===== src/rtl/aet_pkg.sv =====
// ----------------------------------------------------------------------------
// Tokenizer package
// Shared types, character codes and the divide-by-ten constants.
// ----------------------------------------------------------------------------
`timescale 1ns / 1ps

package aet_pkg;

  localparam int MAX_TOKEN_LEN = 12;
  localparam int MANT_W        = 37;
  localparam int FRAC_BITS     = 16;
  localparam int VALUE_W       = MANT_W + FRAC_BITS;
  localparam int QUEUE_DEPTH   = 4;
  localparam int QPTR_W        = $clog2(QUEUE_DEPTH);

  localparam int DIV_W         = 64;
  localparam int CHUNK_W       = 16;
  localparam int PART_W        = CHUNK_W + 4;
  localparam int RECIP_W       = 21;
  localparam int RECIP_SHIFT   = 24;
  localparam logic [RECIP_W-1:0] RECIP_TEN = 21'h19999A;
  localparam logic [1:0]         STEP_LAST = 2'(DIV_W / CHUNK_W - 1);

  localparam logic [3:0] LEN_LIMIT = 4'(MAX_TOKEN_LEN - 1);
  localparam logic [3:0] FRAC_MAX  = 4'd11;

  localparam logic [7:0] CH_PLUS  = 8'h2B;
  localparam logic [7:0] CH_MINUS = 8'h2D;
  localparam logic [7:0] CH_STAR  = 8'h2A;
  localparam logic [7:0] CH_SLASH = 8'h2F;
  localparam logic [7:0] CH_LPAR  = 8'h28;
  localparam logic [7:0] CH_RPAR  = 8'h29;
  localparam logic [7:0] CH_DOT   = 8'h2E;
  localparam logic [7:0] CH_NL    = 8'h0A;
  localparam logic [7:0] CH_TAB   = 8'h09;
  localparam logic [7:0] CH_VT    = 8'h0B;
  localparam logic [7:0] CH_FF    = 8'h0C;
  localparam logic [7:0] CH_CR    = 8'h0D;
  localparam logic [7:0] CH_SPACE = 8'h20;
  localparam logic [7:0] CH_ZERO  = 8'h30;
  localparam logic [7:0] CH_NINE  = 8'h39;

  typedef enum logic [1:0] {
    PH_IDLE = 2'd0,
    PH_INT  = 2'd1,
    PH_DOT  = 2'd2,
    PH_FRAC = 2'd3
  } aet_phase_e;

  typedef enum logic [3:0] {
    KIND_NUMBER   = 4'd0,
    KIND_ADD      = 4'd1,
    KIND_SUB      = 4'd2,
    KIND_MUL      = 4'd3,
    KIND_DIV      = 4'd4,
    KIND_LPAREN   = 4'd5,
    KIND_RPAREN   = 4'd6,
    KIND_EOL      = 4'd7,
    KIND_SYNTAX   = 4'd8,
    KIND_TOO_LONG = 4'd9
  } aet_kind_e;

  typedef enum logic [1:0] {
    BK_IDLE = 2'd0,
    BK_DIV  = 2'd1,
    BK_OUT  = 2'd2
  } aet_bstate_e;

  typedef struct packed {
    logic              num_valid;
    logic [MANT_W-1:0] mant;
    logic [3:0]        frac;
    logic              tok_valid;
    aet_kind_e         kind;
  } aet_entry_t;

endpackage


===== src/rtl/aet_queue.sv =====
// ----------------------------------------------------------------------------
// Token queue
// Short register queue that decouples the front end from the back end.
// ----------------------------------------------------------------------------
`timescale 1ns / 1ps

module aet_queue (
  input  logic                clk_i,
  input  logic                rst_ni,
  input  logic                wr_en_i,
  input  aet_pkg::aet_entry_t wr_data_i,
  input  logic                rd_en_i,
  output aet_pkg::aet_entry_t rd_data_o,
  output logic                full_o,
  output logic                empty_o
);
  import aet_pkg::*;

  aet_entry_t        mem_q [QUEUE_DEPTH];
  logic [QPTR_W-1:0] wr_ptr_q, rd_ptr_q;
  logic [QPTR_W:0]   count_q;
  logic              do_wr, do_rd;

  assign full_o    = (count_q == (QPTR_W + 1)'(QUEUE_DEPTH));
  assign empty_o   = (count_q == '0);
  assign do_wr     = wr_en_i && !full_o;
  assign do_rd     = rd_en_i && !empty_o;
  assign rd_data_o = mem_q[rd_ptr_q];

  always_ff @(posedge clk_i) begin
    if (do_wr) begin
      mem_q[wr_ptr_q] <= wr_data_i;
    end
  end

  always_ff @(posedge clk_i or negedge rst_ni) begin
    if (!rst_ni) begin
      wr_ptr_q <= '0;
      rd_ptr_q <= '0;
      count_q  <= '0;
    end else begin
      if (do_wr) wr_ptr_q <= wr_ptr_q + QPTR_W'(1);
      if (do_rd) rd_ptr_q <= rd_ptr_q + QPTR_W'(1);
      if (do_wr && !do_rd) begin
        count_q <= count_q + (QPTR_W + 1)'(1);
      end else if (do_rd && !do_wr) begin
        count_q <= count_q - (QPTR_W + 1)'(1);
      end
    end
  end

endmodule


===== config.mk =====
export PLATFORM = sky130hd
export DESIGN_NAME = aet_queue
export DESIGN_NICKNAME = d
export VERILOG_FILES = /design/src/rtl/aet_pkg.sv /design/src/rtl/aet_queue.sv
export SDC_FILE = /design/constraint.sdc
export NUM_CORES = 1
export LEC_CHECK = 0
export ABC_CLOCK_PERIOD_IN_PS = 2900
export BUFFER_PORTS_ARGS = -buffer_cell sky130_fd_sc_hd__buf_2
export CAP_MARGIN = 25
export CORE_AREA = 5 5 119 121
export DETAILED_ROUTE_END_ITERATION = 10
export DIE_AREA = 0 0 124 126
export PLACE_DENSITY = 0.87
export SYNTH_ARGS = -nofsm -noshare
export SYNTH_HDL_FRONTEND = slang
export SYNTH_SLANG_ARGS = --single-unit

===== constraint.sdc =====
create_clock -name clk_i -period 2.9 [get_ports clk_i]
set_input_delay 0.29 -clock clk_i [delete_from_list [all_inputs] [get_ports clk_i]]
set_output_delay 0.29 -clock clk_i [all_outputs]
set_load 0.005 [all_outputs]

==> results.cfg <==
[timing]
slew_violations = 0
slew_headroom_pct = 59.2
fin_tns_setup_ps = 0
max_freq_ghz = 0.413
fin_crit_ps = 2420
period_share_pct = 83.4
tightest_slew_ps = 612
rsz0062_at_grt = no
finalSetupViolCount = 0
fin_skew_ps = 7.92
hold_violations = 0
fin_ws_ps = 481

[final_layout]
stdcell_count = 589
syn2layout_area_growth_pct = 18.3
design_area_mm2 = 0.00855
nets = 456
drive_above_1_share_pct = 45.7
post-route-util_pct = 65.8
nFillCells = 857

[run_status]
outcome = finished, final reports clean

[synth]
yosys.area.top_type = edfxtp_1
ys_warn_count = 0
ys.flop_type = edfxtp_1
syn_nets = 339
yosysUniqueCellTypes = 22
yosysMostFrequentCell = edfxtp_1
syn_area_mm2 = 0.00722
async_reset_ff_share_pct = 3.59
synth_area_leaders = edfxtp_1 (78%), mux4_2 (14%), dfrtp_1 (2.4%)
yosys.area.top_type_share_pct = 78.2
yosys-top-cells-count = edfxtp_1 (188), mux4_2 (45), dfrtp_1 (7)
yosysSeqAreaShare_pct = 80.6
ys_ff_latch = 195
synth.avg_cell_area_um2 = 25.6
synthCells = 282
synth_edf_count = 188

[detailed_routing]
first_pass_iters = 4
vias = 3237
final_antenna_net_count = 0
avgRoutedWirePerCell_um = 21.6
wl_mm = 12.7
drc_errors = 0
drtIter0Drc = 317
vias_per_cell = 5.50

[pwr]
leakage_uw = 0.00297
p_sw_share_pct = 26.5
power_density_mw_per_mm2 = 1000
pwr-share-comb_pct = 26.6
seq_power_share_pct = 47.2
internal_power_uw = 6280
power.switching_uw = 2270
p_clk_share_pct = 26.2
vdd_drop_max_mv = 0.704

[critical_path]
cp-start-kind = flop
cp_slowest_stage_delay_ps = 660
cp_slowest_cell = dfrtp_4
cp_cell_sequence = buf_4 -> mux4_2 -> buf_2
critPathMaxFanout = 20
path_class = flop to output port
end_kind = output port
critPathArrivalTime_ps = 2130
cp.required_ps = 2610

[clock_tree]
insertion_delay_ps = 420
cts_made_buffers = 17
cts_tree = built
htreeDepth = 4
cts_setup_buffers = 0
clkSinkCount = 195
clock_path_buffers = 2
path_clk_slew_ps = 60
cts-root-buf = clkbuf_16

[global_route]
grt.overflow.total = 0
grt_pass1_wl_mm = 19.4
grt_max_degree = 48
grt_use_total_pct = 17.2
antenna_found_initial = 5
grt_pass1_vias = 3442

[floorplanning]
start_util_pct = 55.6
core_area_mm2 = 0.0130
dieArea_mm2 = 0.0156
ios = 100
rows = 42
dieWidth_um = 124
die_h_um = 126

[placed_design]
gp_congestion = 0.735
port_buffers = 99
place_hpwl_mm = 8.15
dp_slack_ps = 698
dpl_cell_area_mm2 = 0.00796
dp_cells = 555

[min_path]
hp-class = input port to flop

[flow_run]
cap_violations = 0
==> worst paths after layout <==
kind	start	end	slack, ps	depth (start not counted)
max in group asynchronous	rst_ni	rd_ptr_q[0]	2480	2
max reg2reg	count_q[2]	count_q[2]	700	8
min in group asynchronous	rst_ni	wr_ptr_q[0]	230	2
max	rd_ptr_q[0]	rd_data_o[31]	480	3
min	wr_data_i[4]	mem_q[0][4]	90	1
min reg2reg	count_q[2]	count_q[2]	490	1
==> worst max-delay path: cells and delay by family, from the launching register on <==
kind,cells,cell delay [ps]
buffers and inverters,2,490
muxes,1,540
DFF,1,660
==> flip-flops by register name (all words and copies together), names as in the netlist <==
name / count
mem_q: 188
wr_ptr_q: 2
rd_ptr_q: 2
count_q: 3
==> kinds of logic after synthesis <==
group                    count (synthesis)  synth area share (%)
AND/OR/NAND/NOR                         10                 0.866
multiplexers                            49                  15.1
flip-flops                             195                  80.6
adder cells (fa/ha/maj)                  6                  1.14
buffers and inverters                   16                  1.61
XOR/XNOR                                 6                 0.728
==> cell type report <==
type,instances,area (um2),share of cell area [%]
clock buffer,18,429,5.02
multi-input combinational,71,1290,15.1
sequential,195,5830,68.2
clock inverter,13,141,1.65
timing repair buffer,110,618,7.23
tap,176,220,2.58
antenna,2,5.00,0.0586
inverter,4,15.0,0.176
==> metrics by stage <==
stage	hold WS [ps]	total power, uW
after global placement	128	6330
after CTS	59.6	8680
final	85.5	8550
after global routing	63.0	8970
after detailed placement	135	6420
after floorplan	-5.59	5490
==> power groups by stage <==
stage                     Clock, uW  Combinational [uW]  Sequential (uW)
after floorplan                   0                1590             3910
after global placement            0                2270             4060
after detailed placement          0                2320             4100
after CTS                      2290                2340             4050
after global routing           2410                2460             4100
final                          2240                2270             4030
==> cells in the final DEF, fill, tap and decap left out <==
cell             n
clkbuf_16       17
mux2_2           2
mux4_1           2
or3_1            1
clkinv_2         3
inv_1            4
dfrtp_1          5
nor3b_2          1
edfxtp_1       188
inv_6            1
xor2_1           2
diode_2          2
dfrtp_2          1
nand3_1          1
clkinv_4         1
nand2_1          1
clkbuf_1         1
ha_1             5
and2_2           4
dlygate4sd3_1    1
buf_2           99
buf_12           3
clkinv_1         5
nor2b_1          1
mux4_2          45
bufinv_16        3
dfrtp_4          1
buf_4            7
xnor2_1          4
nor2_1           1
fa_1             1
==> layer usage <==
metal / vias up / GRT usage [%] / share of wire, %
met3: 18 / 6.19 / 7.0
li1: 1432 / - / -
met1: 1681 / 22.8 / 40
met2: 100 / 27.1 / 51
met4: 6 / 5.41 / 0.94
met5: - / 0 / 0.20
==> what timing repair did <==
| item | in CTS | in global routing |
|---|---|---|
| hold buffers | 1 | 0 |
| hold endpoints to repair | 7 | 0 |
| gates resized for setup | 0 | 0 |
No activity file was read; power rests on OpenSTA's default activity.
