<file path="src/rtl/aet_pkg.sv">
// ----------------------------------------------------------------------------
// Tokenizer package
// Shared types, character codes and the divide-by-ten constants.
// ----------------------------------------------------------------------------
`timescale 1ns / 1ps

package aet_pkg;

  localparam int MAX_TOKEN_LEN = 12;
  localparam int MANT_W        = 37;
  localparam int FRAC_BITS     = 16;
  localparam int VALUE_W       = MANT_W + FRAC_BITS;
  localparam int QUEUE_DEPTH   = 4;
  localparam int QPTR_W        = $clog2(QUEUE_DEPTH);

  localparam int DIV_W         = 64;
  localparam int CHUNK_W       = 16;
  localparam int PART_W        = CHUNK_W + 4;
  localparam int RECIP_W       = 21;
  localparam int RECIP_SHIFT   = 24;
  localparam logic [RECIP_W-1:0] RECIP_TEN = 21'h19999A;
  localparam logic [1:0]         STEP_LAST = 2'(DIV_W / CHUNK_W - 1);

  localparam logic [3:0] LEN_LIMIT = 4'(MAX_TOKEN_LEN - 1);
  localparam logic [3:0] FRAC_MAX  = 4'd11;

  localparam logic [7:0] CH_PLUS  = 8'h2B;
  localparam logic [7:0] CH_MINUS = 8'h2D;
  localparam logic [7:0] CH_STAR  = 8'h2A;
  localparam logic [7:0] CH_SLASH = 8'h2F;
  localparam logic [7:0] CH_LPAR  = 8'h28;
  localparam logic [7:0] CH_RPAR  = 8'h29;
  localparam logic [7:0] CH_DOT   = 8'h2E;
  localparam logic [7:0] CH_NL    = 8'h0A;
  localparam logic [7:0] CH_TAB   = 8'h09;
  localparam logic [7:0] CH_VT    = 8'h0B;
  localparam logic [7:0] CH_FF    = 8'h0C;
  localparam logic [7:0] CH_CR    = 8'h0D;
  localparam logic [7:0] CH_SPACE = 8'h20;
  localparam logic [7:0] CH_ZERO  = 8'h30;
  localparam logic [7:0] CH_NINE  = 8'h39;

  typedef enum logic [1:0] {
    PH_IDLE = 2'd0,
    PH_INT  = 2'd1,
    PH_DOT  = 2'd2,
    PH_FRAC = 2'd3
  } aet_phase_e;

  typedef enum logic [3:0] {
    KIND_NUMBER   = 4'd0,
    KIND_ADD      = 4'd1,
    KIND_SUB      = 4'd2,
    KIND_MUL      = 4'd3,
    KIND_DIV      = 4'd4,
    KIND_LPAREN   = 4'd5,
    KIND_RPAREN   = 4'd6,
    KIND_EOL      = 4'd7,
    KIND_SYNTAX   = 4'd8,
    KIND_TOO_LONG = 4'd9
  } aet_kind_e;

  typedef enum logic [1:0] {
    BK_IDLE = 2'd0,
    BK_DIV  = 2'd1,
    BK_OUT  = 2'd2
  } aet_bstate_e;

  typedef struct packed {
    logic              num_valid;
    logic [MANT_W-1:0] mant;
    logic [3:0]        frac;
    logic              tok_valid;
    aet_kind_e         kind;
  } aet_entry_t;

endpackage

</file>
<file path="src/rtl/aet_front.sv">
// ----------------------------------------------------------------------------
// Tokenizer front end
// Classifies one character per beat, tracks the pending number and writes
// the number, operator, end-of-line and error tokens it causes into the token queue.
// ----------------------------------------------------------------------------
`timescale 1ns / 1ps

module aet_front (
  input  logic               clk_i,
  input  logic               rst_ni,
  input  logic               accept_i,
  input  logic [7:0]         ch_i,
  output logic               wr_en_o,
  output aet_pkg::aet_entry_t wr_data_o
);
  import aet_pkg::*;

  aet_phase_e        phase_q, phase_d;
  logic [MANT_W-1:0] mant_q, mant_d;
  logic [3:0]        frac_q, frac_d;
  logic [3:0]        len_q, len_d;

  logic is_digit, is_dot, close;
  aet_entry_t ent;

  assign is_digit = (ch_i >= CH_ZERO) && (ch_i <= CH_NINE);
  assign is_dot   = (ch_i == CH_DOT);
  assign close    = (phase_q != PH_IDLE) && !is_digit && !is_dot;

  always_comb begin
    ent           = '0;
    ent.num_valid = close;
    ent.mant      = mant_q;
    ent.frac      = frac_q;
    ent.kind      = KIND_NUMBER;
    phase_d       = phase_q;
    mant_d        = mant_q;
    frac_d        = frac_q;
    len_d         = len_q;
    if (close) begin
      phase_d = PH_IDLE;
      mant_d  = '0;
      frac_d  = '0;
      len_d   = '0;
    end
    case (ch_i)
      CH_SPACE, CH_TAB, CH_VT, CH_FF, CH_CR: ;
      CH_NL:    begin ent.tok_valid = 1'b1; ent.kind = KIND_EOL;    end
      CH_PLUS:  begin ent.tok_valid = 1'b1; ent.kind = KIND_ADD;    end
      CH_MINUS: begin ent.tok_valid = 1'b1; ent.kind = KIND_SUB;    end
      CH_STAR:  begin ent.tok_valid = 1'b1; ent.kind = KIND_MUL;    end
      CH_SLASH: begin ent.tok_valid = 1'b1; ent.kind = KIND_DIV;    end
      CH_LPAR:  begin ent.tok_valid = 1'b1; ent.kind = KIND_LPAREN; end
      CH_RPAR:  begin ent.tok_valid = 1'b1; ent.kind = KIND_RPAREN; end
      default: begin
        if (is_digit || is_dot) begin
          if (len_q >= LEN_LIMIT) begin
            ent.tok_valid = 1'b1;
            ent.kind      = KIND_TOO_LONG;
            phase_d       = PH_IDLE;
            mant_d        = '0;
            frac_d        = '0;
            len_d         = '0;
          end else if (is_digit) begin
            mant_d = (mant_q << 3) + (mant_q << 1) + MANT_W'(ch_i - CH_ZERO);
            if (phase_q == PH_DOT || phase_q == PH_FRAC) begin
              phase_d = PH_FRAC;
              frac_d  = frac_q + 4'd1;
            end else begin
              phase_d = PH_INT;
            end
            len_d = len_q + 4'd1;
          end else if (phase_q == PH_INT) begin
            phase_d = PH_DOT;
            len_d   = len_q + 4'd1;
          end else begin
            ent.tok_valid = 1'b1;
            ent.kind      = KIND_SYNTAX;
            phase_d       = PH_IDLE;
            mant_d        = '0;
            frac_d        = '0;
            len_d         = '0;
          end
        end
      end
    endcase
  end

  assign wr_en_o   = accept_i && (ent.num_valid || ent.tok_valid);
  assign wr_data_o = ent;

  always_ff @(posedge clk_i or negedge rst_ni) begin
    if (!rst_ni) begin
      phase_q <= PH_IDLE;
      mant_q  <= '0;
      frac_q  <= '0;
      len_q   <= '0;
    end else if (accept_i) begin
      phase_q <= phase_d;
      mant_q  <= mant_d;
      frac_q  <= frac_d;
      len_q   <= len_d;
    end
  end

endmodule

</file>
<file path="config.mk">
export PLATFORM = sky130hd
export DESIGN_NAME = aet_front
export DESIGN_NICKNAME = d
export VERILOG_FILES = /design/src/rtl/aet_pkg.sv /design/src/rtl/aet_front.sv
export SDC_FILE = /design/constraint.sdc
export NUM_CORES = 1
export LEC_CHECK = 0
export ABC_AREA = 1
export ABC_CLOCK_PERIOD_IN_PS = 2600
export BUFFER_PORTS_ARGS = -buffer_cell sky130_fd_sc_hd__buf_2
export CAP_MARGIN = 0
export CELL_PAD_IN_SITES_DETAIL_PLACEMENT = 0
export CELL_PAD_IN_SITES_GLOBAL_PLACEMENT = 1
export CORE_MARGIN = 1.5
export CORE_UTILIZATION = 43
export CTS_CLUSTER_DIAMETER = 80
export CTS_CLUSTER_SIZE = 20
export DETAILED_ROUTE_END_ITERATION = 10
export PLACE_DENSITY_LB_ADDON = 0.1
export SETUP_SLACK_MARGIN = 0.2
export SLEW_MARGIN = 40
export SYNTH_ARGS = -nofsm -noshare
export SYNTH_HDL_FRONTEND = slang
export SYNTH_SLANG_ARGS = --single-unit
</file>
<file path="constraint.sdc">
create_clock -name clk_i -period 2.6 [get_ports clk_i]
set_input_delay 0.26 -clock clk_i [delete_from_list [all_inputs] [get_ports clk_i]]
set_output_delay 0.26 -clock clk_i [all_outputs]
set_load 0.03 [all_outputs]
</file>
==> results of run 1 <==
-- metal layers --
metal  global-route usage, %  vias up  wire, um
met1                    39.1     3297      9790
met3                    3.21       27       849
li1                        -     3467         -
met2                    49.1      146     10400
met5                       0        -         0
met4                    4.94        0       383
-- kinds of logic (layout without fill, tap and decap cells) --
kind of cell	Yosys count	in the layout	synth area share [%]
buffers and inverters	157	359	10.2
flip-flops	47	47	19.2
AO/OA/AOI/OAI	121	121	10.3
XOR/XNOR	22	22	3.15
AND/OR/NAND/NOR	552	552	37.6
adder cells (fa/ha/maj)	75	75	19.5
-- cells in the final DEF, fill, tap and decap left out, drive strengths merged --
cell,instances
nand2,360
buf,211
inv,140
nor2,91
nand3,75
o21ai,62
a21oi,50
dfrtp,47
ha,41
fa,34
xnor2,15
nor3,12
nand4,9
xor2,7
clkbuf,6
o21bai,5
o31ai,2
or2,2
nor4,2
nand3b,1
o22ai,1
a21o,1
clkinv,1
dlygate4sd3,1
-- power groups by stage --
stage                     clock network, mW  registers, mW  logic [mW]
after floorplan                           0           1.33        2.52
after global placement                    0           1.10        4.39
after detailed placement                  0           1.10        4.43
after CTS                             0.749           1.09        4.76
after global routing                  0.785           1.12        6.21
final                                 0.735           1.09        5.75
-- tightest hold or removal path: stages --
cell     delay [ns]
buf_2          0.14
o21ai_0        0.15
o21ai_0        0.07
-- Yosys cell counts (10+ instances only) --
library cell,number
xnor2_1,15
inv_1,130
o21ai_1,26
a21oi_1,49
o21ai_0,36
nand2_1,355
dfrtp_1,47
nor2_1,84
fa_1,34
nor3_1,10
ha_1,41
nand3_1,73
-- metrics by stage --
step	TNS [ns]	instance area [sq um]	hold WS (ns)
5_1_grt	-3.29	9410	0.369
4_1_cts	0	8500	0.340
3_5_place_dp	-9.41	7970	0.326
6_report	-0.927	9410	0.348
3_3_place_gp	-8.29	7970	0.323
2_1_floorplan	-6.66	6520	-0.0356
-- registers in the layout (all words and copies together), names as in the netlist --
name	count
frac_q	4
len_q	4
mant_q	37
phase_q	2
-- final cells by class --
| cell class | count | area, sq um | area share (%) |
|---|---|---|---|
| Multi-Input combinational cell | 770 | 5660 | 60.2 |
| Timing Repair Buffer | 213 | 1670 | 17.7 |
| Sequential cell | 47 | 1180 | 12.5 |
| Inverter | 138 | 523 | 5.56 |
| Tap cell | 180 | 225 | 2.39 |
| Clock buffer | 5 | 125 | 1.33 |
| Clock inverter | 3 | 26.3 | 0.279 |
-- worst max-delay path by stage --
stage,endpoint,slack (ns),cells after the start
6_report,mant_q[30],-0.11,20
2_1_floorplan,mant_q[36],-0.33,16
3_5_place_dp,mant_q[36],-0.43,18
5_1_grt,mant_q[34],-0.19,20
3_3_place_gp,mant_q[36],-0.46,18
4_1_cts,mant_q[31],0.005,17
-- timing repair --
action / CTS / global route
gates resized for setup: 63 / 205
gates cloned: 1 / 1
setup buffers: 4 / 13
hold endpoints to repair: 4 / 0
pin swaps: 10 / 107
setup endpoints to repair: 28 / 34
hold buffers: 1 / 0
==> flow_summary.yaml, run 1 <==
setup_path:
  crit_start: "ch_i[4]"
  cp-start-kind: "primary input"
  critPathKind: "in2reg"
  reg2reg_depth: 13
  cp.required_ns: 2.81
  cp.buffers_inverters: 5
  timing.rr.end: "mant_q[27]"
  cp_cell_sequence: "buf_8 -> ha_4 -> nor2_4 -> buf_6 -> buf_12 -> buf_6 -> fa_1 -> ha_4 -> buf_12 -> nand2_8 -> nor2_1 -> nand2_1 -> nand2_2 -> nand2_1 -> nand2_2 -> nand2_2 -> nand3_1 -> nand3_1 -> nand2_1 -> a21oi_1"
  critical_path.max_stage_delay_ns: 0.42
  cp.arrival_ns: 2.92
  slowest_stage: "fa_1"
  reg2reg_from: "mant_q[23]"
  path_max_fanout: 5
  end_kind: "register"
  cp_top_family: "simple AND/OR/NAND/NOR gates"
  r2r_slack_ns: 0.05
routing:
  vias_per_cell: 5.12
  drc: 0
  drtPass1Iterations: 5
  vias: 6937
  drt_iter0_drc: 436
  drtAntennaViolNets: 0
  routedWlPerCell_um: 15.8
  drt_wl_total_um: 21400
clocking:
  clk_pin_slew_ns: 0.08
  clk_latency_ns: 0.31
  cts_inserted_buffers: 5
  cts_tree: "yes"
  cts_root_buffer: "clkbuf_16"
  cts_buffer_depth: 2
  cts_sinks: 47
  cts_max_level: 2
synth:
  synth_cell_type_count: 35
  yosys_most_used_dff: "dfrtp_1"
  ys_warn_count: 0
  synth_area_sq_um: 6120
  synth-async-reset-ratio_pct: 100
  synth_edf_count: 0
  syn-mean-instance-area_sq_um: 6.28
  synthTopCellsByArea: "nand2_1 (22%), dfrtp_1 (19%), fa_1 (11%)"
  synth_top_area_cell: "nand2_1"
  syn-num-nets: 1060
  yosys.area.top_type_share_pct: 21.8
  ys_ff_latch: 47
  syn_inst: 974
  yosysSeqAreaShare_pct: 19.2
place:
  dp_hpwl_um: 15400
  preCtsSetupSlack_ns: -0.435
  gp_congestion: 0.899
  port-buffer-count: 58
  dp_cells: 1328
power_and_ir_drop:
  powerDensity_nw_per_um2: 805
  comb_power_share_pct: 76.0
  vdd_drop_max_v: 0.000380
  power.share.clock_pct: 9.7
  p_seq_share_pct: 14.3
  total_power_mw: 7.57
  switching_share_pct: 48.3
  leakage_nw: 4.82
  switchingPower_mw: 3.66
  p_int_mw: 3.91
die:
  die-area_sq_um: 15000
  die_x_um: 122
  initial_core_util_pct: 44.1
  ioPinCount: 59
  core.rowCount: 43
  core_sq_um: 13900
  die_y_um: 122
global_routing:
  first_global_vias: 6437
  grt_max_degree: 36
  grt_first_pass_wirelength_um: 32900
  grt_usage_pct: 28.5
  grt_overflow: 0
  antenna_found_initial: 0
final_layout:
  fin_cells: 1356
  area_delta_synth_final_pct: 53.8
  n_antenna_cell: 0
  utilization_pct: 67.8
  drive_gt1_share_pct: 42.1
  nets: 1261
  nFillCells: 1221
sta:
  setup_viol: 16
  hold_viol: 0
  slew_violations: 0
  layout_min_cycle_time_ns: 2.71
  fmax_mhz: 369
  tightest_slew_ns: 0.723
  skew_ns: 0.00934
  maxSlewHeadroom_pct: 51.7
  rsz0062_at_grt: "yes"
  fin_ws_ns: -0.110
  post-route-period-util_pct: 104
run_status:
  status: "complete, but fails checks"
  violations: "negative setup slack"
hold_path:
  hold_depth: 3
  hold_path_class: "in2reg"
  min_from: "ch_i[0]"
  holdPathEnd: "mant_q[0]"
job:
  max_cap_viol_count: 0
(Power assumes the default switching activity.)
==> run 2, diff against run 1 <==
CORE_UTILIZATION = 44   (was 43)
CTS_BUF_LIST = sky130_fd_sc_hd__clkbuf_2   (was not set)
==> run 2 against run 1 <==
The run now ends clean. Core utilization is 3.3 points higher. Worst hold slack lost 0.23 ns. Combinational power up 3%. Critical path depth fell by 6. Flip-flop and latch count unchanged. Largest cell class unchanged. Sequential power barely moved. Global-route usage up 0.80 points. Sequential share of layout area is 0.16 points higher. Die area down 2.2%. Cell count up 0.37%.
==> flow_summary.yaml, run 2 (synthesis results as in run 1) <==
run_status:
  status: "finished, final reports clean"
final_layout:
  mostFrequentLayoutCells: "nand2_1 (258), buf_4 (141), inv_1 (111)"
  largest_register_ffs: 37
  reg_top3: "mant_q (37), frac_q (4), len_q (4)"
  drive_gt1_share_pct: 45.7
  area_delta_synth_final_pct: 55.6
  n_antenna_cell: 0
  nets: 1270
  utilization_pct: 71.1
  final_common_cell: "nand2_1"
  regMostFlops: "mant_q"
setup_path:
  timing.rr.end: "mant_q[34]"
  critical_path.max_stage_delay_ns: 0.62
  path_max_fanout: 4
  slowest_stage: "fa_1"
  end_kind: "register"
  cp_cell_sequence: "fa_1 -> ha_4 -> nand2_4 -> inv_2 -> nand2_2 -> nand3_2 -> a21oi_2 -> nand2_4 -> nand2_2 -> nand2_1 -> nand2_1 -> nand3_2 -> nand2_2 -> a21oi_2"
  cp-start-kind: "register"
  cp.arrival_ns: 3.00
  reg2reg_from: "mant_q[13]"
  crit_top_cell: "nand2_2"
  cp.required_ns: 3.05
  cp.buffers_inverters: 1
  r2r_slack_ns: 0.06
  reg2reg_depth: 14
  critPathKind: "reg2reg"
  cp_top_family: "adder cells"
clocking:
  clk_latency_ns: 0.56
  cts_root_buffer: "clkbuf_2"
  cts_buffer_depth: 2
  cts_max_level: 2
  cts_sinks: 47
  clk_pin_slew_ns: 0.33
  cts_inserted_buffers: 5
  cts_tree: "yes"
global_routing:
  antenna_found_initial: 0
  grt_first_pass_wirelength_um: 33700
  first_global_vias: 6798
  grt_max_degree: 48
  grt_overflow: 0
  grt_usage_pct: 29.3
routing:
  routedWlPerCell_um: 15.7
  vias: 7073
  drt_iter0_drc: 374
  drtAntennaViolNets: 0
  drc: 0
  drtPass1Iterations: 7
  drt_wl_total_um: 21400
  vias_per_cell: 5.20
power_and_ir_drop:
  leakage_nw: 4.93
  vdd_drop_max_v: 0.000311
  total_power_mw: 7.47
  powerDensity_nw_per_um2: 785
sta:
  maxSlewHeadroom_pct: 55.5
  tightest_slew_ns: 0.667
  whs_ns: 0.115
  rsz0062_at_grt: "yes"
  post-route-period-util_pct: 97.8
  fin_ws_ns: 0.0569
  fmax_mhz: 393
  layout_min_cycle_time_ns: 2.54
  skew_ns: 0.0687
  hold_viol: 0
  setup_viol: 0
  slew_violations: 0
hold_path:
  holdPathEnd: "mant_q[0]"
  hold_depth: 3
  min_from: "ch_i[0]"
  hold_path_class: "in2reg"
die:
  ioPinCount: 59
  die-area_sq_um: 14600
  die_x_um: 121
  die_y_um: 121
  core_sq_um: 13400
  initial_core_util_pct: 45.7
  core.rowCount: 42
place:
  dp_hpwl_um: 15200
  port-buffer-count: 58
  gp_congestion: 0.905
  preCtsSetupSlack_ns: -0.416
job:
  max_cap_viol_count: 0
## run 2: cell count changes in the layout (fill, tap and decap cells not counted), moves of 6 or more
cell / delta
dfrtp_1: -23
dfrtp_2: +23
nand2_4: +14
nand2_1: -12
buf_4: +10
clkbuf_16: -6
## run 2: metrics by stage
step / setup TNS (ns) / cells / area [sq um]
floorplan: -6.66 / 974 / 6520
global placement: -7.94 / 1314 / 7910
detailed placement: -8.91 / 1314 / 7910
CTS: 0 / 1351 / 8890
global route: -0.276 / 1361 / 9520
finish: 0 / 1361 / 9520
## run 2: tightest hold or removal path, stage by stage
cell and delay, ns:
buf_2 0.14, o21ai_0 0.16, o21ai_0 0.07
## run 2: per-layer routing
metal / global-route usage [%] / routed length, um / vias up / share of wire [%]
met4: 7.94 / 706 / 0 / 3.3
met2: 50.3 / 10400 / 203 / 48
met3: 3.43 / 987 / 49 / 4.6
met5: 0 / 0 / - / 0
met1: 39.1 / 9360 / 3333 / 44
li1: - / - / 3488 / -
## run 2: worst max path at each step
stage                from          to  depth (start not counted)  slack, ns
5_1_grt         mant_q[7]  mant_q[19]                         15      -0.05
2_1_floorplan     ch_i[5]  mant_q[36]                         16      -0.33
3_3_place_gp      ch_i[5]  mant_q[34]                         19      -0.39
6_report       mant_q[13]  mant_q[34]                         14       0.06
4_1_cts        mant_q[15]  mant_q[34]                         13       0.14
3_5_place_dp      ch_i[5]  mant_q[34]                         19      -0.42
## run 2: final cells by class
cell class,count,area (sq um)
multi-input cells,770,5830
fillers,1113,3880
repair buffers,222,1660
flip-flops and latches,47,1210
inverters,138,531
well taps,176,220
clock inverters,3,43.8
clock buffers,5,25.0
## run 2: power breakdown
part / internal (mW) / switching, mW / leakage [nW]
Combinational: 2.72 / 3.17 / 4.31
Clock: 0.163 / 0.323 / 0.0429
Sequential: 0.878 / 0.211 / 0.584
## run 2: repair_timing
action                                  CTS  global route
hold buffers                              1             0
hold endpoints to repair                 47             0
pin swaps                               104            97
buffers inserted                         28            10
endpoints found under the setup margin   32            34
resized for setup                       180           146
